`src/rtl/core/xrg_pkg.sv`:
```
// shared types, constants and generator step functions for the xoshiro range generator
// no dependencies; imported by every module of the block
package xrg_pkg;

    localparam int WORD_W  = 64;
    localparam int HALF_W  = 32;
    localparam int MID_W   = HALF_W + 2;
    localparam int NWORDS  = 4;
    localparam int SHIFT_A = 17;
    localparam int ROT_B   = 45;
    localparam int SEED_STEPS = 4;

    typedef logic [WORD_W-1:0] t_word;
    typedef logic [2*HALF_W-1:0] t_prod;
    typedef logic [NWORDS-1:0][WORD_W-1:0] t_gen;

    localparam t_gen SEED_MASK = {
        64'hFFFF_0000_0000_0000,
        64'h0000_FFFF_0000_0000,
        64'h0000_0000_FFFF_0000,
        64'h0000_0000_0000_FFFF
    };

    typedef enum logic {
        OP_RESEED = 1'b0,
        OP_DRAW   = 1'b1
    } t_op;

    // sum and span of one draw, plus its lower bound
    typedef struct packed {
        t_word sum;
        t_word span;
        t_word lo;
    } t_sum_stage;

    // four 32x32 partial products of sum times span
    typedef struct packed {
        t_prod ll;
        t_prod lh;
        t_prod hl;
        t_prod hh;
        t_word lo;
    } t_prod_stage;

    // high partial sum and carry out of the middle column
    typedef struct packed {
        t_word              hsum;
        logic [MID_W-HALF_W-1:0] carry;
        t_word              lo;
    } t_acc_stage;

    function automatic t_word rotl(input t_word x);
        rotl = (x << ROT_B) | (x >> (WORD_W - ROT_B));
    endfunction

    function automatic t_gen gen_advance(input t_gen g);
        t_gen  s;
        t_word t;
        s = g;
        t = s[1] << SHIFT_A;
        s[2] = s[2] ^ s[0];
        s[3] = s[3] ^ s[1];
        s[1] = s[1] ^ s[2];
        s[0] = s[0] ^ s[3];
        s[2] = s[2] ^ t;
        s[3] = rotl(s[3]);
        gen_advance = s;
    endfunction

    // masked seed slices, then the discarded warm-up steps
    function automatic t_gen seed_load(input t_word seed);
        t_gen s;
        for (int i = 0; i < NWORDS; i++) begin
            s[i] = seed & SEED_MASK[i];
        end
        for (int k = 0; k < SEED_STEPS; k++) begin
            s = gen_advance(s);
        end
        seed_load = s;
    endfunction

endpackage

```
`src/rtl/core/xrg_acc.sv`:
```
// product accumulation: middle-column carry and high sum, then the final add of the bound
// depends on xrg_pkg
module xrg_acc (
    input  logic                 i_clk,
    input  logic                 i_rst_n,
    input  logic                 i_valid,
    output logic                 o_ready,
    input  xrg_pkg::t_prod_stage i_data,
    output logic                 o_valid,
    input  logic                 i_ready,
    output xrg_pkg::t_word       o_value
);
    import xrg_pkg::*;

    logic       r_acc_valid, r_out_valid;
    t_acc_stage r_acc;
    t_word      r_value;
    logic       acc_ready;
    logic [MID_W-1:0] mid;

    assign acc_ready = !r_out_valid || i_ready;
    assign o_ready   = !r_acc_valid || acc_ready;

    assign mid = MID_W'(i_data.ll[2*HALF_W-1:HALF_W])
               + MID_W'(i_data.lh[HALF_W-1:0])
               + MID_W'(i_data.hl[HALF_W-1:0]);

    always_ff @(posedge i_clk) begin
        if (!i_rst_n) begin
            r_acc_valid <= 1'b0;
            r_out_valid <= 1'b0;
        end else begin
            if (o_ready) begin
                r_acc_valid <= i_valid;
            end
            if (acc_ready) begin
                r_out_valid <= r_acc_valid;
            end
        end
    end

    always_ff @(posedge i_clk) begin
        if (o_ready && i_valid) begin
            r_acc.hsum  <= i_data.hh
                         + WORD_W'(i_data.lh[2*HALF_W-1:HALF_W])
                         + WORD_W'(i_data.hl[2*HALF_W-1:HALF_W]);
            r_acc.carry <= mid[MID_W-1:HALF_W];
            r_acc.lo    <= i_data.lo;
        end
        if (acc_ready && r_acc_valid) begin
            r_value <= r_acc.hsum + WORD_W'(r_acc.carry) + r_acc.lo;
        end
    end

    assign o_valid = r_out_valid;
    assign o_value = r_value;

endmodule

```
`config.mk`:
```
export PLATFORM = sky130hd
export DESIGN_NAME = xrg_acc
export DESIGN_NICKNAME = d
export VERILOG_FILES = /design/src/rtl/core/xrg_pkg.sv /design/src/rtl/core/xrg_acc.sv
export SDC_FILE = /design/constraint.sdc
export NUM_CORES = 1
export LEC_CHECK = 0
export ABC_AREA = 1
export ABC_CLOCK_PERIOD_IN_PS = 5270
export BUFFER_PORTS_ARGS = -buffer_cell sky130_fd_sc_hd__buf_4
export CAP_MARGIN = 20
export CORE_ASPECT_RATIO = 1.5
export CORE_MARGIN = 2
export CORE_UTILIZATION = 37
export CTS_BUF_LIST = sky130_fd_sc_hd__clkbuf_8
export DETAILED_ROUTE_END_ITERATION = 10
export PLACE_DENSITY = 0.59
export SLEW_MARGIN = 20
export SYNTH_ARGS = -nofsm -noshare
export SYNTH_HDL_FRONTEND = slang
export SYNTH_SLANG_ARGS = --single-unit
```
`constraint.sdc`:
```
create_clock -name i_clk -period 5.27 [get_ports i_clk]
set_input_delay 0.527 -clock i_clk [delete_from_list [all_inputs] [get_ports i_clk]]
set_output_delay 0.527 -clock i_clk [all_outputs]
set_load 0.01 [all_outputs]
```
==> impl_metrics.tcl, run 1 <==
set metrics [dict create \
    critPathCaptureType "flip-flop" \
    antenna_found_initial 4 \
    clock_latency_ns 0.52 \
    grt_max_degree 131 \
    finalSetupViolations 0 \
    powerDensity_mw_per_mm2 287 \
    cp.arrival_ns 3.30 \
    htreeDepth 4 \
    drv_cap 0 \
    finalPower_mw 6.42 \
    fin_setup_tns_ns 0 \
    synth.cell_area_mm2 0.0184 \
    area_growth_pct 21.7 \
    crit_path_max_fanout 4 \
    yosysSeqAreaShare_pct 31.9 \
    fin_crit_sh_pct 57.1 \
    r2r_slack_ns 2.26 \
    grt_pass1_wl_um 92100 \
    hold_ws_ns 0.171 \
    die_area_mm2 0.0515 \
    nNetsFinal 3524 \
    drt_iter0_markers 784 \
    vias_per_cell 4.65 \
    ir_drop_uv 147 \
    p_leak_nw 12.2 \
    first_global_vias 17300 \
    ant_nets 0 \
    postCtsSetupBuffers 0 \
    synthMostInstantiatedCell "nand2_1" \
    cts_buffer_depth 2 \
    synthesis.instances 2570 \
    skew_ns 0.0202 \
    clkPwrFrac_pct 16.1 \
    synth_top_area_share_pct 31.7 \
    cts_hold_buf 0 \
    relSlewSlack_pct 45.9 \
    yosysTopAreaCell "edfxtp_1" \
    gp_congestion 0.968 \
    synth_seq_cells 196 \
    die_w_um 186 \
    fp.coreArea_mm2 0.0493 \
    avgSynthCellArea_um2 7.15 \
    place_hpwl_um 52600 \
    critPathLaunchType "flip-flop" \
    p_comb_share_pct 50.6 \
    synthFlopType "edfxtp_1" \
    start_util_pct 37.3 \
    vias 16900 \
    ys_top_cells_by_area "edfxtp_1, nand2_1, ha_1, inv_1, fa_1" \
    p_int_mw 3.59 \
    worstHoldPathType "in2reg" \
    synth_edf_count 194 \
    worst-setup-path-type "reg2reg" \
    wire_per_inst_um 16.3 \
    cts-buffers-inserted 17 \
    synth.distinct_cells 30 \
    utilization_pct 45.3 \
    synth_common_cells "nand2_1, inv_1, nor2_1, edfxtp_1, ha_1" \
    io-pin-count 390 \
    dp_worst_setup_slack_ns 1.90 \
    gr-total-overflow 0 \
    synthArstFlopShare_pct 0 \
    clock-sinks 196 \
    layout_min_cycle_time_ns 3.01 \
    worst_pin_slew_ns 0.811 \
    track_usage_pct 23.7 \
    num_rows 100 \
    finalHoldViolCount 0 \
    setup_slack_ns 2.26 \
    wl_um 59000 \
    drc 0 \
    outcome "finished clean" \
    portBuffers 357 \
    yosysWarnings 0 \
    rsz0062_at_grt "false" \
    p_seq_share_pct 33.3 \
    first_pass_iters 6 \
    cts_tree "yes" \
    switching_share_pct 44.0 \
    clk_pin_slew_worst_paths_ns 0.12 \
    max_freq_ghz 0.332 \
    cts-root-buf "clkbuf_8" \
    synth_nets 3147 \
    switchingPower_mw 2.82 \
    cp.required_ns 5.56 \
    die_y_um 277 \
    drive_above_1_share_pct 13.9 \
    slew_violations 0 \
    cts_resized 0 \
]
final timing paths:
path | startpoint | cells past startpoint | to
worst max-delay path | r_acc[1] | 13 | o_value[45]
worst min-delay path | i_data[62] | 1 | r_acc[62]
worst max register to register | r_acc[1] | 13 | o_value[45]
worst min register to register | r_acc_valid | 2 | o_valid
sequential cells by signal (all words and copies together) (netlist names):
register	flops
r_acc	130
o_valid	1
r_acc_valid	1
o_value	64
cell usage in the layout, fill, tap and decap left out, types with 2 or more instances in the layout:
master	instances
nor3_2	2
o21ai_0	9
nand3b_1	4
nand3_2	4
clkbuf_8	17
dfxtp_1	2
nor2_1	198
nand3_1	121
nor2_4	2
nor3_1	33
xnor2_1	2
ha_1	186
o21ai_1	2
nand2_2	6
diode_2	4
buf_4	358
inv_1	520
xor2_1	61
nand2_1	1019
a21oi_1	81
fa_1	67
o21bai_1	15
inv_12	2
o211ai_1	3
clkinv_8	5
nor4_1	5
nand4_1	25
inv_8	4
inv_6	3
edfxtp_1	194
logic make-up after synthesis:
group                      share of synthesized area, %
buffers and inverters                              10.7
and+or+nand+nor                                    31.0
adders and majority gates                          20.0
AOI/OAI and AO/OA                                  3.42
DFF                                                31.9
xor gates and xnor gates                           3.00
power by group through the flow:
stage               Clock (mW)  Sequential (mW)  Combinational (mW)
finish                    1.03             2.14                3.25
floorplan                    0             2.20                2.01
global route              1.12             2.16                3.68
detailed placement           0             2.18                3.25
global placement             0             2.18                3.22
CTS                       1.06             2.14                3.27
area by class of cell:
type,count,area (um^2)
fill,5183,26900
multi-input combinational,1852,10600
sequential,196,5870
timing repair buffer,359,2710
inverter,521,1960
tap,663,830
clock buffer,17,234
clock inverter,15,194
antenna,4,10.0
critical path, cell delays in order, from the launching register on:
cell      delay [ns]
edfxtp_1        0.41
fa_1            0.49
ha_1            0.26
fa_1            0.42
nand3_1         0.15
nand3_1         0.20
nand3_1         0.12
nand3_1         0.14
nand2_1         0.10
nand2_1         0.19
nand2_1         0.14
nand2_1         0.06
nand2_1         0.05
nand2_1         0.06
metrics by stage:
step / cell area [um^2] / cells
after global placement: 21900 / 3591
after global routing: 22400 / 3627
final: 22400 / 3627
after floorplan: 18400 / 2570
after detailed placement: 21900 / 3591
after CTS: 22300 / 3623
routing by layer:
layer  GRT usage [%]  vias up  wire (um)
li1                -     8743          -
met1            27.3     7588      23800
met2            43.4      407      30600
met3            2.17      114       1810
met4            11.2        0       2850
met5               0        -          0
(Power assumes the default switching activity.)
==> run 2, diff against run 1 <==
--- a/config.mk
+++ b/config.mk
@@ -6,7 +6,7 @@
 export NUM_CORES = 1
 export LEC_CHECK = 0
 export ABC_AREA = 1
-export ABC_CLOCK_PERIOD_IN_PS = 5270
+export ABC_CLOCK_PERIOD_IN_PS = 2810
 export BUFFER_PORTS_ARGS = -buffer_cell sky130_fd_sc_hd__buf_4
 export CAP_MARGIN = 20
 export CORE_ASPECT_RATIO = 1.5
==> constraint.sdc (replaced) <==
create_clock -name i_clk -period 2.81 [get_ports i_clk]
set_input_delay 0.281 -clock i_clk [delete_from_list [all_inputs] [get_ports i_clk]]
set_output_delay 0.281 -clock i_clk [all_outputs]
set_load 0.01 [all_outputs]
==> run 2 against run 1 <==
- register-to-register slack got worse by 2.2 ns
- final area rose by 6.6%
- die area did not move
- sequential cell count did not move
==> impl_metrics.tcl, run 2 (same netlist as run 1, synthesis figures left out) <==
set metrics [dict create \
    p_leak_nw 12.9 \
    drive_above_1_share_pct 17.0 \
    first_pass_iters 5 \
    cts_tree "yes" \
    met1Wirelength_um 24900 \
    portBuffers 357 \
    cp.arrival_ns 3.00 \
    clk_pin_slew_worst_paths_ns 0.13 \
    drt_iter0_markers 967 \
    worst_pin_slew_ns 0.691 \
    cp.required_ns 3.10 \
    relSlewSlack_pct 53.8 \
    drv_cap 0 \
    finalHoldViolCount 0 \
    rsz0062_at_grt "true" \
    start_util_pct 37.3 \
    vias 17600 \
    drc 0 \
    critPathCaptureType "flip-flop" \
    cts-root-buf "clkbuf_8" \
    max_freq_ghz 0.369 \
    stdcell_count 3780 \
    largest_register_ffs 130 \
    die_y_um 277 \
    io-pin-count 390 \
    place_inst 3681 \
    die_area_mm2 0.0515 \
    highest_layer "met4" \
    nNetsFinal 3680 \
    outcome "finished clean" \
    wl_met2_um 32400 \
    gr-total-overflow 0 \
    num_rows 100 \
    ir_drop_uv 264 \
    antenna_found_initial 1 \
    wl_met3_um 1890 \
    final_cell_mix "nand2_1, inv_1, buf_4, nor2_1, edfxtp_1" \
    grt_max_degree 41 \
    gp_congestion 0.935 \
    utilization_pct 48.4 \
    hold_depth 3 \
    reg2reg_depth 13 \
    skew_ns 0.0308 \
    vias_per_cell 4.67 \
    worst-setup-path-type "reg2reg" \
    htreeDepth 4 \
    wire_per_inst_um 16.4 \
    fp.coreArea_mm2 0.0493 \
    finalSetupViolations 0 \
    wl_um 61900 \
    cts_buffer_depth 2 \
    finalPower_mw 12.6 \
    worstHoldPathType "in2reg" \
    top_register "r_acc" \
    die_w_um 186 \
    track_usage_pct 24.5 \
    clock-sinks 196 \
    first_global_vias 17700 \
    powerDensity_mw_per_mm2 527 \
    area_growth_pct 29.8 \
    crit_path_max_fanout 4 \
    critPathLaunchType "flip-flop" \
    fin_setup_tns_ns 0 \
    place_hpwl_um 54700 \
    fin_crit_sh_pct 96.3 \
    clock_latency_ns 0.52 \
    cts-buffers-inserted 17 \
    ant_nets 0 \
    slew_violations 0 \
    layout_min_cycle_time_ns 2.71 \
    final_common_cell "nand2_1" \
    grt_pass1_wl_um 94700 \
]
==> run 2: cell types whose count changed in the layout (fill, tap and decap cells not counted), sizes merged <==
cell         delta
inv             -7
dlygate4sd3    +65
clkinvlp        +3
buf            +91
diode           -3
clkinv          +4
==> run 2: per-stage QoR <==
stage | instance area (um^2) | setup slack, ns | hold slack [ns]
3_5_place_dp | 22700 | -0.206 | 0.461
3_3_place_gp | 22700 | -0.197 | 0.461
2_1_floorplan | 18400 | -0.0405 | 0.380
5_1_grt | 23800 | -0.0268 | 0.0375
4_1_cts | 23700 | 0.00703 | 0.0149
6_report | 23800 | 0.103 | 0.0582
==> run 2: power breakdown <==
group          internal [mW]  switching (mW)  leakage (nW)
logic                   2.59            4.11          10.8
registers               3.87           0.153          1.89
clock network          0.667            1.17         0.198
==> run 2: worst max-delay path: stages (launching register included) <==
cell and delay (ns):
edfxtp_1 0.41, fa_1 0.49, ha_2 0.20, fa_2 0.38
nand3_4 0.09, nand3_2 0.13, nand2_1 0.09, nand2_1 0.08
nand2_1 0.09, nand3_2 0.11, nand2_1 0.20, nand3_1 0.11
nand2_1 0.07, nand2_1 0.05
==> run 2: metal layers <==
layer / vias up / GRT usage [%]
li1: 9054 / -
met1: 8055 / 28.2
met2: 420 / 45.4
met3: 113 / 2.12
met4: 0 / 10.5
met5: - / 0
==> run 2: final timing paths <==
check                           slack, ns          end       from
worst max-delay path                 0.10  o_value[57]  r_acc[67]
worst min-delay path                 0.06  r_acc_valid    i_valid
worst max register to register       0.10  o_value[57]  r_acc[67]
worst min register to register       0.53      o_valid    o_valid
==> run 2: layout make-up <==
type / count / area [um^2]
Fill cell: 5022 / 25500
Multi-Input combinational cell: 1852 / 10700
Sequential cell: 196 / 5870
Timing Repair Buffer: 515 / 4080
Inverter: 521 / 1960
Tap cell: 663 / 830
Clock buffer: 17 / 234
Clock inverter: 15 / 169
Antenna cell: 1 / 2.50
==> run 2: repair_timing <==
action / CTS / global route
gates resized for setup: 9 / 23
hold endpoints to repair: 66 / 0
hold buffers: 65 / 0
endpoints found under the setup margin: 22 / 22
buffers inserted: 0 / 1
pin swaps: 1 / 13
