<file path="src/rtl/core/xrg_pkg.sv">
// shared types, constants and generator step functions for the xoshiro range generator
// no dependencies; imported by every module of the block
package xrg_pkg;

    localparam int WORD_W  = 64;
    localparam int HALF_W  = 32;
    localparam int MID_W   = HALF_W + 2;
    localparam int NWORDS  = 4;
    localparam int SHIFT_A = 17;
    localparam int ROT_B   = 45;
    localparam int SEED_STEPS = 4;

    typedef logic [WORD_W-1:0] t_word;
    typedef logic [2*HALF_W-1:0] t_prod;
    typedef logic [NWORDS-1:0][WORD_W-1:0] t_gen;

    localparam t_gen SEED_MASK = {
        64'hFFFF_0000_0000_0000,
        64'h0000_FFFF_0000_0000,
        64'h0000_0000_FFFF_0000,
        64'h0000_0000_0000_FFFF
    };

    typedef enum logic {
        OP_RESEED = 1'b0,
        OP_DRAW   = 1'b1
    } t_op;

    // sum and span of one draw, plus its lower bound
    typedef struct packed {
        t_word sum;
        t_word span;
        t_word lo;
    } t_sum_stage;

    // four 32x32 partial products of sum times span
    typedef struct packed {
        t_prod ll;
        t_prod lh;
        t_prod hl;
        t_prod hh;
        t_word lo;
    } t_prod_stage;

    // high partial sum and carry out of the middle column
    typedef struct packed {
        t_word              hsum;
        logic [MID_W-HALF_W-1:0] carry;
        t_word              lo;
    } t_acc_stage;

    function automatic t_word rotl(input t_word x);
        rotl = (x << ROT_B) | (x >> (WORD_W - ROT_B));
    endfunction

    function automatic t_gen gen_advance(input t_gen g);
        t_gen  s;
        t_word t;
        s = g;
        t = s[1] << SHIFT_A;
        s[2] = s[2] ^ s[0];
        s[3] = s[3] ^ s[1];
        s[1] = s[1] ^ s[2];
        s[0] = s[0] ^ s[3];
        s[2] = s[2] ^ t;
        s[3] = rotl(s[3]);
        gen_advance = s;
    endfunction

    // masked seed slices, then the discarded warm-up steps
    function automatic t_gen seed_load(input t_word seed);
        t_gen s;
        for (int i = 0; i < NWORDS; i++) begin
            s[i] = seed & SEED_MASK[i];
        end
        for (int k = 0; k < SEED_STEPS; k++) begin
            s = gen_advance(s);
        end
        seed_load = s;
    endfunction

endpackage

</file>
<file path="src/rtl/core/xrg_gen.sv">
// generator state words and first pipeline stage (sum and span of a draw)
// depends on xrg_pkg
module xrg_gen (
    input  logic               i_clk,
    input  logic               i_rst_n,
    input  logic               i_valid,
    output logic               o_ready,
    input  logic               i_op,
    input  xrg_pkg::t_word     i_seed,
    input  xrg_pkg::t_word     i_lo,
    input  xrg_pkg::t_word     i_hi,
    output logic               o_valid,
    input  logic               i_ready,
    output xrg_pkg::t_sum_stage o_data
);
    import xrg_pkg::*;

    t_gen       r_gen, n_gen;
    logic       r_valid, n_valid;
    t_sum_stage r_data;
    logic       accept;
    logic       is_draw;

    assign o_ready = !r_valid || i_ready;
    assign accept  = i_valid && o_ready;
    assign is_draw = (t_op'(i_op) == OP_DRAW);

    always_comb begin
        n_gen   = r_gen;
        n_valid = r_valid;
        if (o_ready) begin
            n_valid = accept && is_draw;
        end
        if (accept) begin
            if (is_draw) begin
                n_gen = gen_advance(r_gen);
            end else begin
                n_gen = seed_load(i_seed);
            end
        end
    end

    always_ff @(posedge i_clk) begin
        if (!i_rst_n) begin
            r_gen   <= '0;
            r_valid <= 1'b0;
        end else begin
            r_gen   <= n_gen;
            r_valid <= n_valid;
        end
    end

    always_ff @(posedge i_clk) begin
        if (accept && is_draw) begin
            r_data.sum  <= r_gen[0] + r_gen[3];
            r_data.span <= i_hi - i_lo;
            r_data.lo   <= i_lo;
        end
    end

    assign o_valid = r_valid;
    assign o_data  = r_data;

endmodule

</file>
<file path="config.mk">
export PLATFORM = sky130hd
export DESIGN_NAME = xrg_gen
export DESIGN_NICKNAME = d
export VERILOG_FILES = /design/src/rtl/core/xrg_pkg.sv /design/src/rtl/core/xrg_gen.sv
export SDC_FILE = /design/constraint.sdc
export NUM_CORES = 1
export LEC_CHECK = 0
export BUFFER_PORTS_ARGS = -buffer_cell sky130_fd_sc_hd__buf_2
export CAP_MARGIN = 20
export CORE_ASPECT_RATIO = 1.25
export CORE_MARGIN = 5
export CORE_UTILIZATION = 45
export DETAILED_ROUTE_END_ITERATION = 10
export PLACE_DENSITY = 0.75
export SLEW_MARGIN = 5
export SYNTH_ARGS = -nofsm -noshare
export SYNTH_HDL_FRONTEND = slang
export SYNTH_SLANG_ARGS = --single-unit
</file>
<file path="constraint.sdc">
create_clock -name i_clk -period 11.6 [get_ports i_clk]
set_input_delay 1.16 -clock i_clk [delete_from_list [all_inputs] [get_ports i_clk]]
set_output_delay 1.16 -clock i_clk [all_outputs]
set_load 0.02 [all_outputs]
</file>
==> results.tsv, run 1 <==
stage	metric	value	unit
run_status	status	finished clean	
placement	dpl_cell_area	31800	µm²
yosys	syn-mean-instance-area	8.53	µm²
grt	grt_pass1_vias	25570	
cts	post_cts_buffers	0	
floorplan	die_height	295	µm
sta	finalMaxSlewViolations	0	
setup_path	start_kind	input pin	
cts	clock_sinks	449	
layout	fillerInstances	5980	
sta	worst_pin_slew	1080	ps
sta	min_period	4100	ps
power	cellPowerDensity	147	nW/µm²
floorplan	core_region_area	64400	µm²
cts	cts-root-buf	clkbuf_16	
detailed_routing	postRouteAntennaNets	0	
sta	period_share	35.4	%
power	p_leak	13.5	nW
sta	timing.hold.ws	465	ps
yosys	synth_flop_cell	dfxtp_1	
sta	relSlewSlack	27.6	%
detailed_routing	wl_per_cell	22.4	µm
floorplan	die_w	238	µm
power	seq_power_share	39.9	%
setup_path	crit_path_end_kind	flop	
placement	dp_hpwl	76.9	mm
floorplan	std_cell_rows	104	
sta	fin_skew	49.4	ps
grt	grt_pass1_wl	152	mm
grt	antenna_found_initial	3	
sta	rsz0062_at_grt	no	
yosys	synth-seq-area-share	37.3	%
yosys	synthDistinctLibCells	80	
sta	fin_tns_setup	0	ps
layout	postLayoutCellArea	33400	µm²
cts	cts_buffers	49	
yosys	synth_edf_count	192	
grt	overflow	0	
detailed_routing	wl	103	mm
detailed_routing	drc	0	
yosys	yosysWarnings	0	
sta	setup_viol	0	
power	internal_power	3.25	mW
cts	clk_latency	650	ps
floorplan	initial_core_util	45.5	%
floorplan	dieArea	70300	µm²
yosys	syn_inst	3432	
detailed_routing	vias	27204	
yosys	yosys_register_bits	449	
sta	fmax	244	MHz
setup_path	worst_ep_arrival_time	4320	ps
cts	cts_htree_levels	2	
layout	syn_to_final_growth	14.2	%
sta	final_hold_viol_count	0	
yosys	syn-num-nets	3757	
placement	gp_congestion	0.966	
grt	track_usage	27.5	%
cts	ctsResizeCount	0	
detailed_routing	drt_iter0_markers	2483	
detailed_routing	via_per_inst	5.94	
setup_path	path_class	in -> reg	
placement	io_buffers	390	
cts	clk_pin_slew	60	ps
layout	instances_no_fill	4582	
job	cap_violations	0	
setup_path	worstRegToRegCells	11	
floorplan	ioPinCount	391	
power	clock_power_share	32.8	%
yosys	syn_area	29300	µm²
cts	cts_tree	built	
power	ir_drop	0.125	mV
power	power_frac_comb	27.4	%
setup_path	critical_path_required	11820	ps
worst_hold_path	hold_class	reg -> reg	
cts	ctsLongestPathBuffers	3	
setup_path	crit_fanout	117	
cts	ctsHoldBuffers	0	
detailed_routing	dr.pass1.iters	7	
layout	nets	4020	
placement	dp.cells	4492	
yosys	async_flop_share	0	%
power	netSwitchingFraction	34.1	%
power	p_switching	1.68	mW
layout	drive_gt1_share	14.5	%
grt	grt_max_degree	202	
worst_hold_path	holdPathStages	2	
final timing paths:
check / from / end / slack (ps)
hold reg to reg: r_gen[174] / r_gen[174] / 470
hold / removal: r_gen[174] / r_gen[174] / 470
setup reg to reg: r_gen[0] / o_data[184] / 7690
setup / recovery: i_ready / o_data[65] / 7500
Yosys cell counts, types with 11 or more instances:
cell / count / area, µm²
nor2_1: 287 / 1080
a31oi_1: 19 / 119
buf_1: 17 / 63.8
dfxtp_1: 257 / 5140
nand4_1: 34 / 213
inv_1: 114 / 428
o31ai_1: 11 / 82.6
and2_1: 23 / 144
a211oi_1: 41 / 308
o21bai_1: 30 / 225
a21oi_1: 365 / 1830
a22oi_1: 52 / 390
nor3_1: 39 / 195
a21o_1: 58 / 435
nor2b_1: 23 / 144
o21ai_0: 240 / 1200
or3_1: 30 / 188
nand2_1: 372 / 1400
edfxtp_1: 192 / 5770
o22ai_1: 58 / 363
xor2_1: 204 / 1790
nand2b_1: 12 / 75.1
o211ai_1: 68 / 510
nand3_1: 38 / 190
ha_1: 126 / 1580
clkbuf_1: 182 / 683
xnor2_1: 366 / 3210
final cells by class:
type	count	area, µm²	share of cell area (%)
antenna	1	2.50	0.00748
multi-input combinational	2658	17100	51.3
tap	848	1060	3.17
timing repair buffer	422	2230	6.66
clock inverter	25	307	0.917
clock buffer	64	1340	4.02
sequential	449	10900	32.6
inverter	115	443	1.32
state kept, by name (all words and copies together) (netlist names):
register,flops
r_gen,256
o_valid,1
o_data,192
worst max-delay path, stage by stage:
cell and delay (ps):
buf_2 70, nand2b_1 190, and2_4 420, nand2_1 540
inv_8 840, buf_4 940
power groups by stage:
stage / clock network (mW) / logic (mW) / registers [mW]
2_1_floorplan: 0 / 0.901 / 1.99
4_1_cts: 1.64 / 1.33 / 1.96
5_1_grt: 1.70 / 1.46 / 1.97
6_report: 1.61 / 1.35 / 1.96
3_3_place_gp: 0 / 1.30 / 1.99
3_5_place_dp: 0 / 1.32 / 1.99
placed cells by master (no fill, tap or decap), types with 41 or more instances in the layout:
master	count
buf_2	389
nand2_1	371
xnor2_1	366
a21oi_1	365
nor2_1	287
dfxtp_1	257
o21ai_0	240
xor2_1	204
edfxtp_1	192
ha_1	126
inv_1	112
o211ai_1	68
a21o_1	58
o22ai_1	58
a22oi_1	52
clkbuf_16	49
a211oi_1	41
metrics by stage:
step                util, %  setup WS [ps]  power [mW]
floorplan                 -           6780        2.89
global placement       49.3           7030        3.29
detailed placement     49.3           6920        3.31
CTS                    51.9           7580        4.93
global route           51.9           7350        5.14
finish                 51.9           7500        4.93
cells by family (layout without fill, tap and decap cells):
group / after synthesis / in the layout / synth area share, %
xor gates and xnor gates: 570 / 570 / 17.0
other: 0 / 1 / 0
and+or+nand+nor: 898 / 898 / 13.4
buffers and inverters: 325 / 626 / 4.22
adders and majority gates: 128 / 128 / 5.52
AOI/OAI and AO/OA: 1059 / 1059 / 22.5
muxes: 3 / 3 / 0.107
DFF: 449 / 449 / 37.3
metal layers:
metal,vias up,GRT usage [%],share of wire (%)
met4,0,17.1,7.6
li1,12637,-,-
met1,12875,32.2,36
met2,1356,46.9,47
met5,-,0,0
met3,336,4.74,8.5
Note: power is estimated with default switching activity, not from simulation.
==> run 2: changes to the inputs <==
clock period = 3.8 ns   (was 11.6 ns; I/O delays follow)
==> results.tsv, run 2 (synthesized netlist as in run 1, its figures left out) <==
stage	metric	value	unit	change
sta	rsz0062_at_grt	no		unchanged
cts	ctsLongestPathBuffers	3		unchanged
detailed_routing	wl	105	mm	was 103 mm
cts	cts-root-buf	clkbuf_16		unchanged
floorplan	initial_core_util	45.5	%	unchanged
placement	io_buffers	390		unchanged
setup_path	start_kind	flop		was input pin
cts	cts_htree_levels	2		unchanged
power	internal_power	10.1	mW	was 3.25 mW
sta	worst_pin_slew	962	ps	was 1080 ps
job	cap_violations	0		unchanged
grt	antenna_found_initial	5		was 3
floorplan	die_w	238	µm	unchanged
power	netSwitchingFraction	33.9	%	was 34.1%
setup_path	crit_path_end_kind	flop		unchanged
sta	setup_viol	0		unchanged
layout	largest_reg_flops	256		unchanged
sta	fin_skew	30.4	ps	was 49.4 ps
layout	nets	4115		was 4,020
sta	fin_tns_setup	0	ps	unchanged
grt	grtUsageMet2	48.7	%	was 46.9%
sta	relSlewSlack	35.6	%	was 27.6%
sta	final_hold_viol_count	0		unchanged
layout	fillerInstances	5874		was 5,980
setup_path	crit_fanout	5		was 117
worst_hold_path	hold_class	in -> reg		was reg -> reg
placement	gp_congestion	0.971		was 0.966
layout	final_cell_mix	389 x buf_2, 371 x nand2_1, 366 x xnor2_1, 365 x a21oi_1, 287 x nor2_1		unchanged
detailed_routing	dr.pass1.iters	8		was 7
grt	track_usage	28.3	%	was 27.5%
layout	syn_to_final_growth	17.7	%	was 14.2%
setup_path	critPathLaunch	r_gen[0]		was i_ready
grt	grt_pass1_wl	155	mm	was 152 mm
floorplan	ioPinCount	391		unchanged
floorplan	die_height	295	µm	unchanged
power	cellPowerDensity	445	nW/µm²	was 147 nW/µm²
sta	min_period	3590	ps	
layout	regMostFlops	r_gen		unchanged
layout	drive_gt1_share	15.0	%	was 14.5%
detailed_routing	via_per_inst	5.94		about the same
setup_path	ff2ff_setup_slack	210	ps	was 7690 ps
floorplan	dieArea	70300	µm²	unchanged
grt	grt_pass1_vias	26520		was 25,570
setup_path	endpoint	o_data[188]		was o_data[65]
run_status	status	finished clean		unchanged
power	p_leak	14.0	nW	was 13.5 nW
power	seq_power_share	38.9	%	was 39.9%
detailed_routing	drc	0		unchanged
detailed_routing	drt_iter0_markers	2907		was 2,483
power	power_frac_comb	27.8	%	was 27.4%
grt	use_met3	4.37	%	was 4.74%
grt	grt.busiest_layer	met2		unchanged
placement	dp_hpwl	78.8	mm	was 76.9 mm
sta	finalMaxSlewViolations	0		unchanged
floorplan	core_region_area	64400	µm²	unchanged
setup_path	worst_r2r_endpoint	o_data[188]		was o_data[184]
placement	dpl_cell_area	32100	µm²	was 31,800 µm²
detailed_routing	postRouteAntennaNets	0		unchanged
cts	post_cts_buffers	0		unchanged
grt	grt_max_degree	203		was 202
grt	overflow	0		unchanged
layout	postLayoutCellArea	34500	µm²	was 33,400 µm²
sta	fmax	278	MHz	
setup_path	path_class	reg -> reg		was in -> reg
floorplan	std_cell_rows	104		unchanged
setup_path	crit-reg2reg-launch	r_gen[0]		unchanged
cts	cts_buffers	49		unchanged
power	p_switching	5.20	mW	was 1.68 mW
setup_path	worstRegToRegCells	11		unchanged
layout	final_common_cell	buf_2		unchanged
power	ir_drop	0.407	mV	was 0.125 mV
detailed_routing	wl_per_cell	22.5	µm	was 22.4 µm
setup_path	worst_ep_arrival_time	3970	ps	was 4320 ps
setup_path	critical_path_required	4170	ps	was 11,820 ps
power	clock_power_share	33.3	%	was 32.8%
cts	cts_tree	built		unchanged
grt	grt_util_met1	32.5	%	was 32.2%
sta	period_share	94.6	%	
cts	clk_pin_slew	60	ps	about the same
detailed_routing	vias	27801		was 27,204
cts	clk_latency	640	ps	was 650 ps
cts	clock_sinks	449		unchanged
## run 2: changes by cell type in the layout (fill, tap and decap cells not counted), moves of 2 or more
cell	change
dlygate4sd3_1	+62
buf_4	+25
buf_12	+8
clkbuf_1	+5
clkinv_16	-3
clkinv_2	-3
inv_16	+3
clkbuf_16	+2
clkinv_1	-2
clkinvlp_4	-2
diode_2	+2
## run 2: layer usage
layer,wire length (µm),part of all wire [%],vias to the layer above
li1,-,-,12877
met4,8700,8.2,0
met3,9370,8.9,381
met5,0,0,-
met2,49800,47,1498
met1,37600,36,13045
## run 2: critical path: stages (launching register included)
cell and delay [ps]:
dfxtp_1 350, ha_1 260, fa_1 420, a21o_1 230
a221oi_1 360, o21ai_0 240, a2bb2oi_2 280, nand4_1 230
nand3_1 190, nand2_1 180, mux2i_1 160, a2111oi_0 440
## run 2: cell type report
class	instances	area [µm²]	share of cell area (%)
Timing Repair Buffer	517	3200	9.27
Antenna cell	3	7.51	0.0218
Sequential cell	449	10900	31.7
Clock inverter	20	280	0.813
Clock buffer	71	1400	4.07
Multi-Input combinational cell	2658	17200	49.8
Inverter	115	442	1.28
Tap cell	848	1060	3.08
## run 2: how the worst min path moves through the flow
stage                from         end  slack, ps  cells after the start
6_report         i_lo[35]  o_data[35]         50                      1
5_1_grt          i_lo[35]  o_data[35]         20                      1
4_1_cts          i_lo[35]  o_data[35]         20                      1
3_5_place_dp   r_gen[181]  r_gen[181]        460                      2
3_3_place_gp   r_gen[156]  r_gen[156]        460                      2
2_1_floorplan  r_gen[174]  r_gen[174]        450                      2
## run 2: power groups by stage
stage          Sequential [mW]  Clock [mW]  Combinational [mW]
4_1_cts                   5.95        5.16                4.21
6_report                  5.97        5.10                4.27
3_3_place_gp              6.04           0                4.09
3_5_place_dp              6.06           0                4.13
5_1_grt                   5.99        5.35                4.61
2_1_floorplan             6.08           0                2.75
## run 2: through the flow
step / hold WS, ps / setup WS (ps) / utilization, % / cells / power (mW)
after detailed placement: 463 / 176 / 49.9 / 4525 / 10.2
final: 49.1 / 206 / 53.5 / 4681 / 15.3
after CTS: 15.6 / 148 / 53.5 / 4678 / 15.3
after global placement: 456 / 223 / 49.9 / 4525 / 10.1
after floorplan: 448 / 674 / - / 3432 / 8.83
after global routing: 18.5 / 60.3 / 53.5 / 4679 / 16.0
## run 2: timing repair
item	4_1_cts	5_1_grt
setup endpoints to repair	0	1
hold endpoints to repair	62	0
hold buffers	62	0
resized for setup	0	1
